**src/design/sha1sh_pkg.sv**
```systemverilog
// Shared types and constants for the SHA-1 stream hasher.
// Used by sha1sh_core and sha1_stream_hasher_top; no dependencies.
package sha1sh_pkg;

    localparam logic OP_APPEND = 1'b0;
    localparam logic OP_FINISH = 1'b1;

    localparam logic [31:0] K0 = 32'h5A827999;
    localparam logic [31:0] K1 = 32'h6ED9EBA1;
    localparam logic [31:0] K2 = 32'h8F1BBCDC;
    localparam logic [31:0] K3 = 32'hCA62C1D6;

    localparam int unsigned CHAIN_DEPTH = 5;
    localparam int unsigned BUF_DEPTH   = 16;

    // Control from the sequencer to the round datapath
    typedef struct packed {
        logic       load;      // capture chaining word into working reg idx
        logic [2:0] idx;       // working register select (a..e)
        logic       rnd;       // run one compression round
        logic [6:0] t;         // round number
    } core_ctrl_t;

    function automatic logic [31:0] iv_word(input logic [2:0] idx);
        logic [31:0] v;
        case (idx)
            3'd0:    v = 32'h67452301;
            3'd1:    v = 32'hEFCDAB89;
            3'd2:    v = 32'h98BADCFE;
            3'd3:    v = 32'h10325476;
            default: v = 32'hC3D2E1F0;
        endcase
        return v;
    endfunction

endpackage

```
**src/design/sha1sh_ram.sv**
```systemverilog
// Generic simple dual-port RAM: one write port, one read port, registered read.
// No dependencies.
module sha1sh_ram #(
    parameter int unsigned WIDTH = 32,
    parameter int unsigned DEPTH = 16,
    localparam int unsigned AW = (DEPTH > 1) ? $clog2(DEPTH) : 1
) (
    input  logic             aclk,
    input  logic             we,
    input  logic [AW-1:0]    waddr,
    input  logic [WIDTH-1:0] wdata,
    input  logic [AW-1:0]    raddr,
    output logic [WIDTH-1:0] rdata
);

    logic [WIDTH-1:0] mem [0:DEPTH-1];

    always_ff @(posedge aclk) begin
        if (we) begin
            mem[waddr] <= wdata;
        end
        rdata <= mem[raddr];
    end

endmodule

```
**src/design/sha1sh_core.sv**
```systemverilog
// SHA-1 round datapath: working registers a..e and the 16-word schedule window.
// Depends on sha1sh_pkg.
module sha1sh_core (
    input  logic                   aclk,
    input  sha1sh_pkg::core_ctrl_t ctrl,
    input  logic [31:0]            load_data,
    input  logic [31:0]            buf_data,
    output logic [31:0]            var_word
);

    logic [31:0] a_reg, b_reg, c_reg, d_reg, e_reg;
    logic [31:0] w_reg [0:15];
    logic [31:0] sched, wt, f, k, x, tmp;

    always_comb begin
        x     = w_reg[13] ^ w_reg[8] ^ w_reg[2] ^ w_reg[0];
        sched = {x[30:0], x[31]};
        wt    = (ctrl.t < 7'd16) ? buf_data : sched;
        if (ctrl.t < 7'd20) begin
            f = (b_reg & c_reg) | (~b_reg & d_reg);
            k = sha1sh_pkg::K0;
        end else if (ctrl.t < 7'd40) begin
            f = b_reg ^ c_reg ^ d_reg;
            k = sha1sh_pkg::K1;
        end else if (ctrl.t < 7'd60) begin
            f = (b_reg & c_reg) | (b_reg & d_reg) | (c_reg & d_reg);
            k = sha1sh_pkg::K2;
        end else begin
            f = b_reg ^ c_reg ^ d_reg;
            k = sha1sh_pkg::K3;
        end
        tmp = {a_reg[26:0], a_reg[31:27]} + f + e_reg + k + wt;
    end

    always_comb begin
        case (ctrl.idx)
            3'd0:    var_word = a_reg;
            3'd1:    var_word = b_reg;
            3'd2:    var_word = c_reg;
            3'd3:    var_word = d_reg;
            default: var_word = e_reg;
        endcase
    end

    always_ff @(posedge aclk) begin
        if (ctrl.load) begin
            case (ctrl.idx)
                3'd0:    a_reg <= load_data;
                3'd1:    b_reg <= load_data;
                3'd2:    c_reg <= load_data;
                3'd3:    d_reg <= load_data;
                default: e_reg <= load_data;
            endcase
        end else if (ctrl.rnd) begin
            a_reg <= tmp;
            b_reg <= a_reg;
            c_reg <= {b_reg[1:0], b_reg[31:2]};
            d_reg <= c_reg;
            e_reg <= d_reg;
        end
    end

    // schedule window: w_reg[0] is W[t-16], w_reg[15] is W[t-1]
    always_ff @(posedge aclk) begin
        if (ctrl.rnd) begin
            for (int i = 0; i < 15; i++) begin
                w_reg[i] <= w_reg[i+1];
            end
            w_reg[15] <= wt;
        end
    end

endmodule

```
**src/design/sha1_stream_hasher_top.sv**
```systemverilog
// SHA-1 stream hasher top: byte packing, padding sequencer, chain and block RAMs.
// Depends on sha1sh_pkg, sha1sh_ram, sha1sh_core.
// Throughput: bytes are accepted one per cycle while idle; the 64th byte of a block starts
// compression (chain reads, 80 rounds at one per cycle, then the chain update through the RAM).
// Finish: 16 - pos/4 padding writes, then compression; 56 or more bytes pending add a second
// padded block. The five digest words come out during the final chain update, which waits
// while the output register is held. Reset (synchronous, active low) starts a pass writing
// the initial chain values, with no item taken; state also returns to reset after a digest.
module sha1_stream_hasher_top (
    input  logic        aclk,
    input  logic        aresetn,
    input  logic        s_valid,
    output logic        s_ready,
    input  logic        s_op,
    input  logic [7:0]  s_data_byte,
    output logic        m_valid,
    input  logic        m_ready,
    output logic [31:0] m_digest_word,
    output logic [2:0]  m_word_index,
    output logic        m_last_word
);

    localparam logic [2:0] S_INIT = 3'd0;
    localparam logic [2:0] S_IDLE = 3'd1;
    localparam logic [2:0] S_PAD  = 3'd2;
    localparam logic [2:0] S_CHRD = 3'd3;
    localparam logic [2:0] S_RND  = 3'd4;
    localparam logic [2:0] S_ARD  = 3'd5;
    localparam logic [2:0] S_AWR  = 3'd6;

    logic [2:0]  state_reg, state_next;
    logic [2:0]  cnt_reg, cnt_next;
    logic [6:0]  t_reg, t_next;
    logic [3:0]  widx_reg, widx_next;
    logic        first_reg, first_next;
    logic        len_here_reg, len_here_next;
    logic        fin_reg, fin_next;
    logic        final_reg, final_next;
    logic [63:0] count_reg, count_next;
    logic [31:0] word_reg, word_next;
    logic        m_valid_reg, m_valid_next;
    logic [31:0] m_word_reg, m_word_next;
    logic [2:0]  m_idx_reg, m_idx_next;
    logic        m_last_reg, m_last_next;

    logic        s_accept;
    logic [5:0]  pos;
    logic [31:0] byte_word, pad_word, sum;

    logic        buf_we;
    logic [3:0]  buf_waddr, buf_raddr;
    logic [31:0] buf_wdata, buf_rdata;
    logic        ch_we;
    logic [2:0]  ch_waddr, ch_raddr;
    logic [31:0] ch_wdata, ch_rdata;
    logic [31:0] var_word;
    sha1sh_pkg::core_ctrl_t ctrl;

    assign s_ready  = (state_reg == S_IDLE);
    assign s_accept = s_valid && s_ready;
    assign pos      = count_reg[5:0];
    assign sum      = ch_rdata + var_word;

    assign m_valid       = m_valid_reg;
    assign m_digest_word = m_word_reg;
    assign m_word_index  = m_idx_reg;
    assign m_last_word   = m_last_reg;

    // Assemble the current big-endian word; bytes below the new one stay zero
    always_comb begin
        byte_word = word_reg;
        case (pos[1:0])
            2'd0:    byte_word = {s_data_byte, 24'd0};
            2'd1:    byte_word[23:16] = s_data_byte;
            2'd2:    byte_word[15:8]  = s_data_byte;
            default: byte_word[7:0]   = s_data_byte;
        endcase
        pad_word = word_reg;
        case (pos[1:0])
            2'd0:    pad_word = 32'h8000_0000;
            2'd1:    pad_word[23:16] = 8'h80;
            2'd2:    pad_word[15:8]  = 8'h80;
            default: pad_word[7:0]   = 8'h80;
        endcase
    end

    always_comb begin
        state_next    = state_reg;
        cnt_next      = cnt_reg;
        t_next        = t_reg;
        widx_next     = widx_reg;
        first_next    = first_reg;
        len_here_next = len_here_reg;
        fin_next      = fin_reg;
        final_next    = final_reg;
        count_next    = count_reg;
        word_next     = word_reg;
        m_valid_next  = m_valid_reg && !m_ready;
        m_word_next   = m_word_reg;
        m_idx_next    = m_idx_reg;
        m_last_next   = m_last_reg;

        buf_we    = 1'b0;
        buf_waddr = widx_reg;
        buf_wdata = 32'd0;
        buf_raddr = 4'd0;
        ch_we     = 1'b0;
        ch_waddr  = cnt_reg;
        ch_wdata  = sum;
        ch_raddr  = cnt_reg;
        ctrl.load = 1'b0;
        ctrl.idx  = cnt_reg;
        ctrl.rnd  = 1'b0;
        ctrl.t    = t_reg;

        unique case (state_reg)
            S_INIT: begin
                ch_we    = 1'b1;
                ch_wdata = sha1sh_pkg::iv_word(cnt_reg);
                cnt_next = cnt_reg + 3'd1;
                if (cnt_reg == 3'd4) begin
                    state_next = S_IDLE;
                end
            end
            S_IDLE: begin
                if (s_accept) begin
                    if (s_op == sha1sh_pkg::OP_APPEND) begin
                        word_next  = byte_word;
                        buf_we     = (pos[1:0] == 2'd3);
                        buf_waddr  = pos[5:2];
                        buf_wdata  = byte_word;
                        count_next = count_reg + 64'd1;
                        if (pos == 6'h3F) begin
                            state_next = S_CHRD;
                            cnt_next   = 3'd0;
                            final_next = 1'b0;
                            fin_next   = 1'b0;
                        end
                    end else begin
                        state_next    = S_PAD;
                        widx_next     = pos[5:2];
                        first_next    = 1'b1;
                        len_here_next = (pos < 6'd56);
                        fin_next      = 1'b1;
                    end
                end
            end
            S_PAD: begin
                buf_we = 1'b1;
                if (first_reg) begin
                    buf_wdata = pad_word;
                end else if (len_here_reg && widx_reg == 4'd14) begin
                    buf_wdata = count_reg[60:29];
                end else if (len_here_reg && widx_reg == 4'd15) begin
                    buf_wdata = {count_reg[28:0], 3'd0};
                end
                first_next = 1'b0;
                widx_next  = widx_reg + 4'd1;
                if (widx_reg == 4'd15) begin
                    state_next = S_CHRD;
                    cnt_next   = 3'd0;
                    final_next = len_here_reg;
                end
            end
            S_CHRD: begin
                ctrl.load = (cnt_reg != 3'd0);
                ctrl.idx  = cnt_reg - 3'd1;
                cnt_next  = cnt_reg + 3'd1;
                if (cnt_reg == 3'd5) begin
                    buf_raddr  = 4'd0;
                    state_next = S_RND;
                    t_next     = 7'd0;
                end
            end
            S_RND: begin
                ctrl.rnd  = 1'b1;
                buf_raddr = t_reg[3:0] + 4'd1;
                t_next    = t_reg + 7'd1;
                if (t_reg == 7'd79) begin
                    state_next = S_ARD;
                    cnt_next   = 3'd0;
                end
            end
            S_ARD: begin
                // a digest word may only be produced once the output register frees up
                if (!(final_reg && m_valid_reg && !m_ready)) begin
                    state_next = S_AWR;
                end
            end
            S_AWR: begin
                ch_we = 1'b1;
                if (final_reg) begin
                    ch_wdata     = sha1sh_pkg::iv_word(cnt_reg);
                    m_valid_next = 1'b1;
                    m_word_next  = sum;
                    m_idx_next   = cnt_reg;
                    m_last_next  = (cnt_reg == 3'd4);
                end
                cnt_next   = cnt_reg + 3'd1;
                state_next = S_ARD;
                if (cnt_reg == 3'd4) begin
                    if (final_reg) begin
                        state_next = S_IDLE;
                        count_next = 64'd0;
                        fin_next   = 1'b0;
                        final_next = 1'b0;
                    end else if (fin_reg) begin
                        // second padded block carries only zeros and the length
                        state_next    = S_PAD;
                        widx_next     = 4'd0;
                        first_next    = 1'b0;
                        len_here_next = 1'b1;
                    end else begin
                        state_next = S_IDLE;
                    end
                end
            end
            default: begin
                state_next = S_INIT;
                cnt_next   = 3'd0;
            end
        endcase
    end

    always_ff @(posedge aclk) begin
        if (!aresetn) begin
            state_reg    <= S_INIT;
            cnt_reg      <= 3'd0;
            t_reg        <= 7'd0;
            widx_reg     <= 4'd0;
            first_reg    <= 1'b0;
            len_here_reg <= 1'b0;
            fin_reg      <= 1'b0;
            final_reg    <= 1'b0;
            count_reg    <= 64'd0;
            m_valid_reg  <= 1'b0;
        end else begin
            state_reg    <= state_next;
            cnt_reg      <= cnt_next;
            t_reg        <= t_next;
            widx_reg     <= widx_next;
            first_reg    <= first_next;
            len_here_reg <= len_here_next;
            fin_reg      <= fin_next;
            final_reg    <= final_next;
            count_reg    <= count_next;
            m_valid_reg  <= m_valid_next;
        end
    end

    always_ff @(posedge aclk) begin
        word_reg   <= word_next;
        m_word_reg <= m_word_next;
        m_idx_reg  <= m_idx_next;
        m_last_reg <= m_last_next;
    end

    sha1sh_ram #(
        .WIDTH (32),
        .DEPTH (sha1sh_pkg::BUF_DEPTH)
    ) u_block_ram (
        .aclk  (aclk),
        .we    (buf_we),
        .waddr (buf_waddr),
        .wdata (buf_wdata),
        .raddr (buf_raddr),
        .rdata (buf_rdata)
    );

    sha1sh_ram #(
        .WIDTH (32),
        .DEPTH (sha1sh_pkg::CHAIN_DEPTH)
    ) u_chain_ram (
        .aclk  (aclk),
        .we    (ch_we),
        .waddr (ch_waddr),
        .wdata (ch_wdata),
        .raddr (ch_raddr),
        .rdata (ch_rdata)
    );

    sha1sh_core u_core (
        .aclk      (aclk),
        .ctrl      (ctrl),
        .load_data (ch_rdata),
        .buf_data  (buf_rdata),
        .var_word  (var_word)
    );

endmodule
```
**config.mk**
```make
export PLATFORM = sky130hd
export DESIGN_NAME = sha1_stream_hasher_top
export DESIGN_NICKNAME = d
export VERILOG_FILES = /design/src/design/sha1sh_pkg.sv /design/src/design/sha1sh_ram.sv /design/src/design/sha1sh_core.sv /design/src/design/sha1_stream_hasher_top.sv
export SDC_FILE = /design/constraint.sdc
export NUM_CORES = 2
export LEC_CHECK = 0
export BUFFER_PORTS_ARGS = -buffer_cell sky130_fd_sc_hd__buf_2
export CORE_AREA = 5 5 389 391
export DETAILED_ROUTE_END_ITERATION = 16
export DIE_AREA = 0 0 394 396
export PLACE_DENSITY = 0.65
export SYNTH_ARGS = -nofsm -noshare
export SYNTH_HDL_FRONTEND = slang
export SYNTH_SLANG_ARGS = --single-unit
```
**constraint.sdc**
```tcl
create_clock -name aclk -period 24.6 [get_ports aclk]
set_input_delay 4.92 -clock aclk [delete_from_list [all_inputs] [get_ports aclk]]
set_output_delay 4.92 -clock aclk [all_outputs]
set_load 0.01 [all_outputs]
```
==> impl_metrics.toml <==
[power]
intPower_mw = 4.91
p_leak_nw = 25.9
p_sw_mw = 2.09
ir_drop_uv = 78.0
cellPowerDensity_mw_per_mm2 = 95.4
comb_power_share_pct = 20.7
switching_share_pct = 29.8
seqPwrFrac_pct = 46.3
clkPwrFrac_pct = 33.1

[synthesis]
yosysSeqAreaShare_pct = 69.0
synthTopCellsByCount = "edfxtp_1 (1412), nand2_1 (547), inv_1 (209), mux2i_1 (196), nor2_1 (192)"
avgSynthCellArea_um2 = 14.4
yosysMostFrequentCell = "edfxtp_1"
synth-edff-count = 1412
yosys.area.top_type = "edfxtp_1"
synth_warnings = 0
synth_fp_nets = 4775
ys_async_sr_fraction_pct = 0
synthFlopType = "edfxtp_1"
ys_seq_elements = 1559
syn_area_mm2 = 0.0658
synth.distinct_cells = 77
synth_top_cell_area_share_pct = 64.5
synth_cells = 4562
synth.area.top_cells = "edfxtp_1 (64%), dfxtp_1 (4.5%), fa_1 (3.7%)"

[route]
dr.pass1.iters = 9
vias = 37800
wirelength_um = 152000
drtAntennaViolNets = 0
drtIter0Drc = 4141
wl_per_cell_um = 22.7
vias_per_cell = 5.66
drc = 0

[flow_run]
timing.max_cap.violations = 0

[sta]
hold_viol = 0
slew_viol_final = 0
holdWs_ps = 411
relSlewSlack_pct = 21.3
timing.final.crit_period_ps = 8240
tns_ps = 0
skew_ps = 21.5
max_freq_ghz = 0.121
period_share_pct = 33.5
setup_viol = 0
worst_slew_pin_slew_ps = 1170
rsz0062_at_grt = "no"

[final_layout]
area_delta_synth_final_pct = 11.5
drive_above_1_share_pct = 9.73
final_nets = 4831
diodes = 0

[clocking]
post_cts_buffers = 0
clock_latency_ps = 780
cts_tree = "built"
cts-root-buf = "clkbuf_16"
clk_path_buf_depth = 3
numCtsBuffers = 154
cts_max_level = 4
cts_sinks = 1559
cts.repair.resized = 0
hold_buffers = 0
path_clk_slew_ps = 60

[grt]
grt_max_degree = 108
antenna_found_initial = 3
grt_pass1_vias = 36900
busiest_layer = "met2"
grtUsageTotal_pct = 19.1
grt_use_met1_pct = 27.0
gr-usage-met2_pct = 29.1
grt-ovfl-total = 0
grt_util_met3_pct = 4.77
grt_pass1_wl_um = 229000

[placement]
portBuffers = 50
gp_congestion = 0.872
dp_hpwl_um = 94500

[floorplanning]
io_pins = 51
rows = 141
die-width_um = 394
die-area_mm2 = 0.156
start_util_pct = 44.7
core-area_mm2 = 0.147
die_h_um = 396

[critical_path]
cp.arrival_ps = 8690
path_max_fanout = 70
critical_path_class = "input pin to register"
critPathRequiredTime_ps = 25050
cp-end-kind = "register"
startpoint_type = "input pin"

[status]
status = "finished, final reports clean"

[hold_path]
min_path_type = "register to register"
## critical path, cell delays in order
cell and delay, ps:
buf_2 130, or4b_4 510, or2_2 380, inv_2 70
buf_4 670, o21ai_0 260, o22ai_1 240, nand2_1 280
nor2_4 780, buf_4 430
## placed cells by master (no fill, tap or decap), types with 55 or more instances in the layout
| cell type | count |
|---|---|
| a211oi_1 | 104 |
| a21o_1 | 90 |
| a21oi_1 | 150 |
| a22oi_1 | 75 |
| buf_4 | 69 |
| clkbuf_16 | 156 |
| dfxtp_1 | 143 |
| edfxtp_1 | 1412 |
| fa_1 | 120 |
| ha_1 | 80 |
| inv_1 | 206 |
| mux2i_1 | 196 |
| nand2_1 | 544 |
| nor2_1 | 171 |
| nor2b_1 | 89 |
| o21ai_0 | 174 |
| xnor2_1 | 146 |
| xor2_1 | 55 |
## metal layers
metal	part of all wire, %	up-vias
met3	8.3	285
met4	3.1	4
met2	45	1419
li1	-	17200
met1	44	18900
met5	0.014	-
## area by class of cell
cell class,count,area (µm²)
clock buffers,189,4040
clock inverters,97,940
fillers,12500,73800
inverters,210,796
multi-input cells,2574,19000
flip-flops and latches,1559,45400
well taps,1930,2410
repair buffers,119,768
## cell families (layout without fill, tap and decap cells)
family                   count (synthesis)  count (layout)  share of synthesized area (%)
buffers and inverters                  429             615                           2.50
AO/OA/AOI/OAI                          890             890                           9.36
flip-flops                            1559            1559                           69.0
XOR/XNOR                               202             202                           2.70
AND/OR/NAND/NOR                       1052            1052                           7.19
multiplexers                           230             230                           4.11
adder cells (fa/ha/maj)                200             200                           5.18
## stage by stage
| step | std cells | instance area [µm²] | utilization, % | setup slack, ps | power [mW] |
|---|---|---|---|---|---|
| 3_5_place_dp | 6392 | 68400 | 46.5 | 15650 | 4.70 |
| 2_1_floorplan | 4562 | 65800 | - | 9810 | 4.15 |
| 5_1_grt | 6678 | 73300 | 49.8 | 16200 | 7.28 |
| 4_1_cts | 6678 | 73300 | 49.8 | 16490 | 7.01 |
| 3_3_place_gp | 6392 | 68400 | 46.5 | 15720 | 4.68 |
| 6_report | 6678 | 73300 | 49.8 | 16360 | 7.00 |
## power by group through the flow
stage                     logic (mW)  registers, mW  clock network [mW]
final                           1.45           3.24                2.32
after global routing            1.56           3.25                2.47
after CTS                       1.42           3.23                2.36
after detailed placement        1.41           3.29                   0
after global placement          1.39           3.29                   0
after floorplan                0.905           3.25                   0
## path summary, 6_finish.rpt
kind | start | end | slack, ps | cells past startpoint
worst min register to register | u_core.w_reg[6][19]$_DFFE_PP_ | u_core.w_reg[5][19]$_DFFE_PP_ | 410 | 0
worst max-delay path | s_op | u_block_ram.mem[10][17]$_DFFE_PP_ | 16360 | 10
worst max register to register | t_reg[5]$_SDFFE_PN0P_ | u_core.a_reg[23]$_DFFE_PP_ | 17730 | 22
worst min-delay path | u_core.w_reg[6][19]$_DFFE_PP_ | u_core.w_reg[5][19]$_DFFE_PP_ | 410 | 0
(Power assumes the default switching activity.)
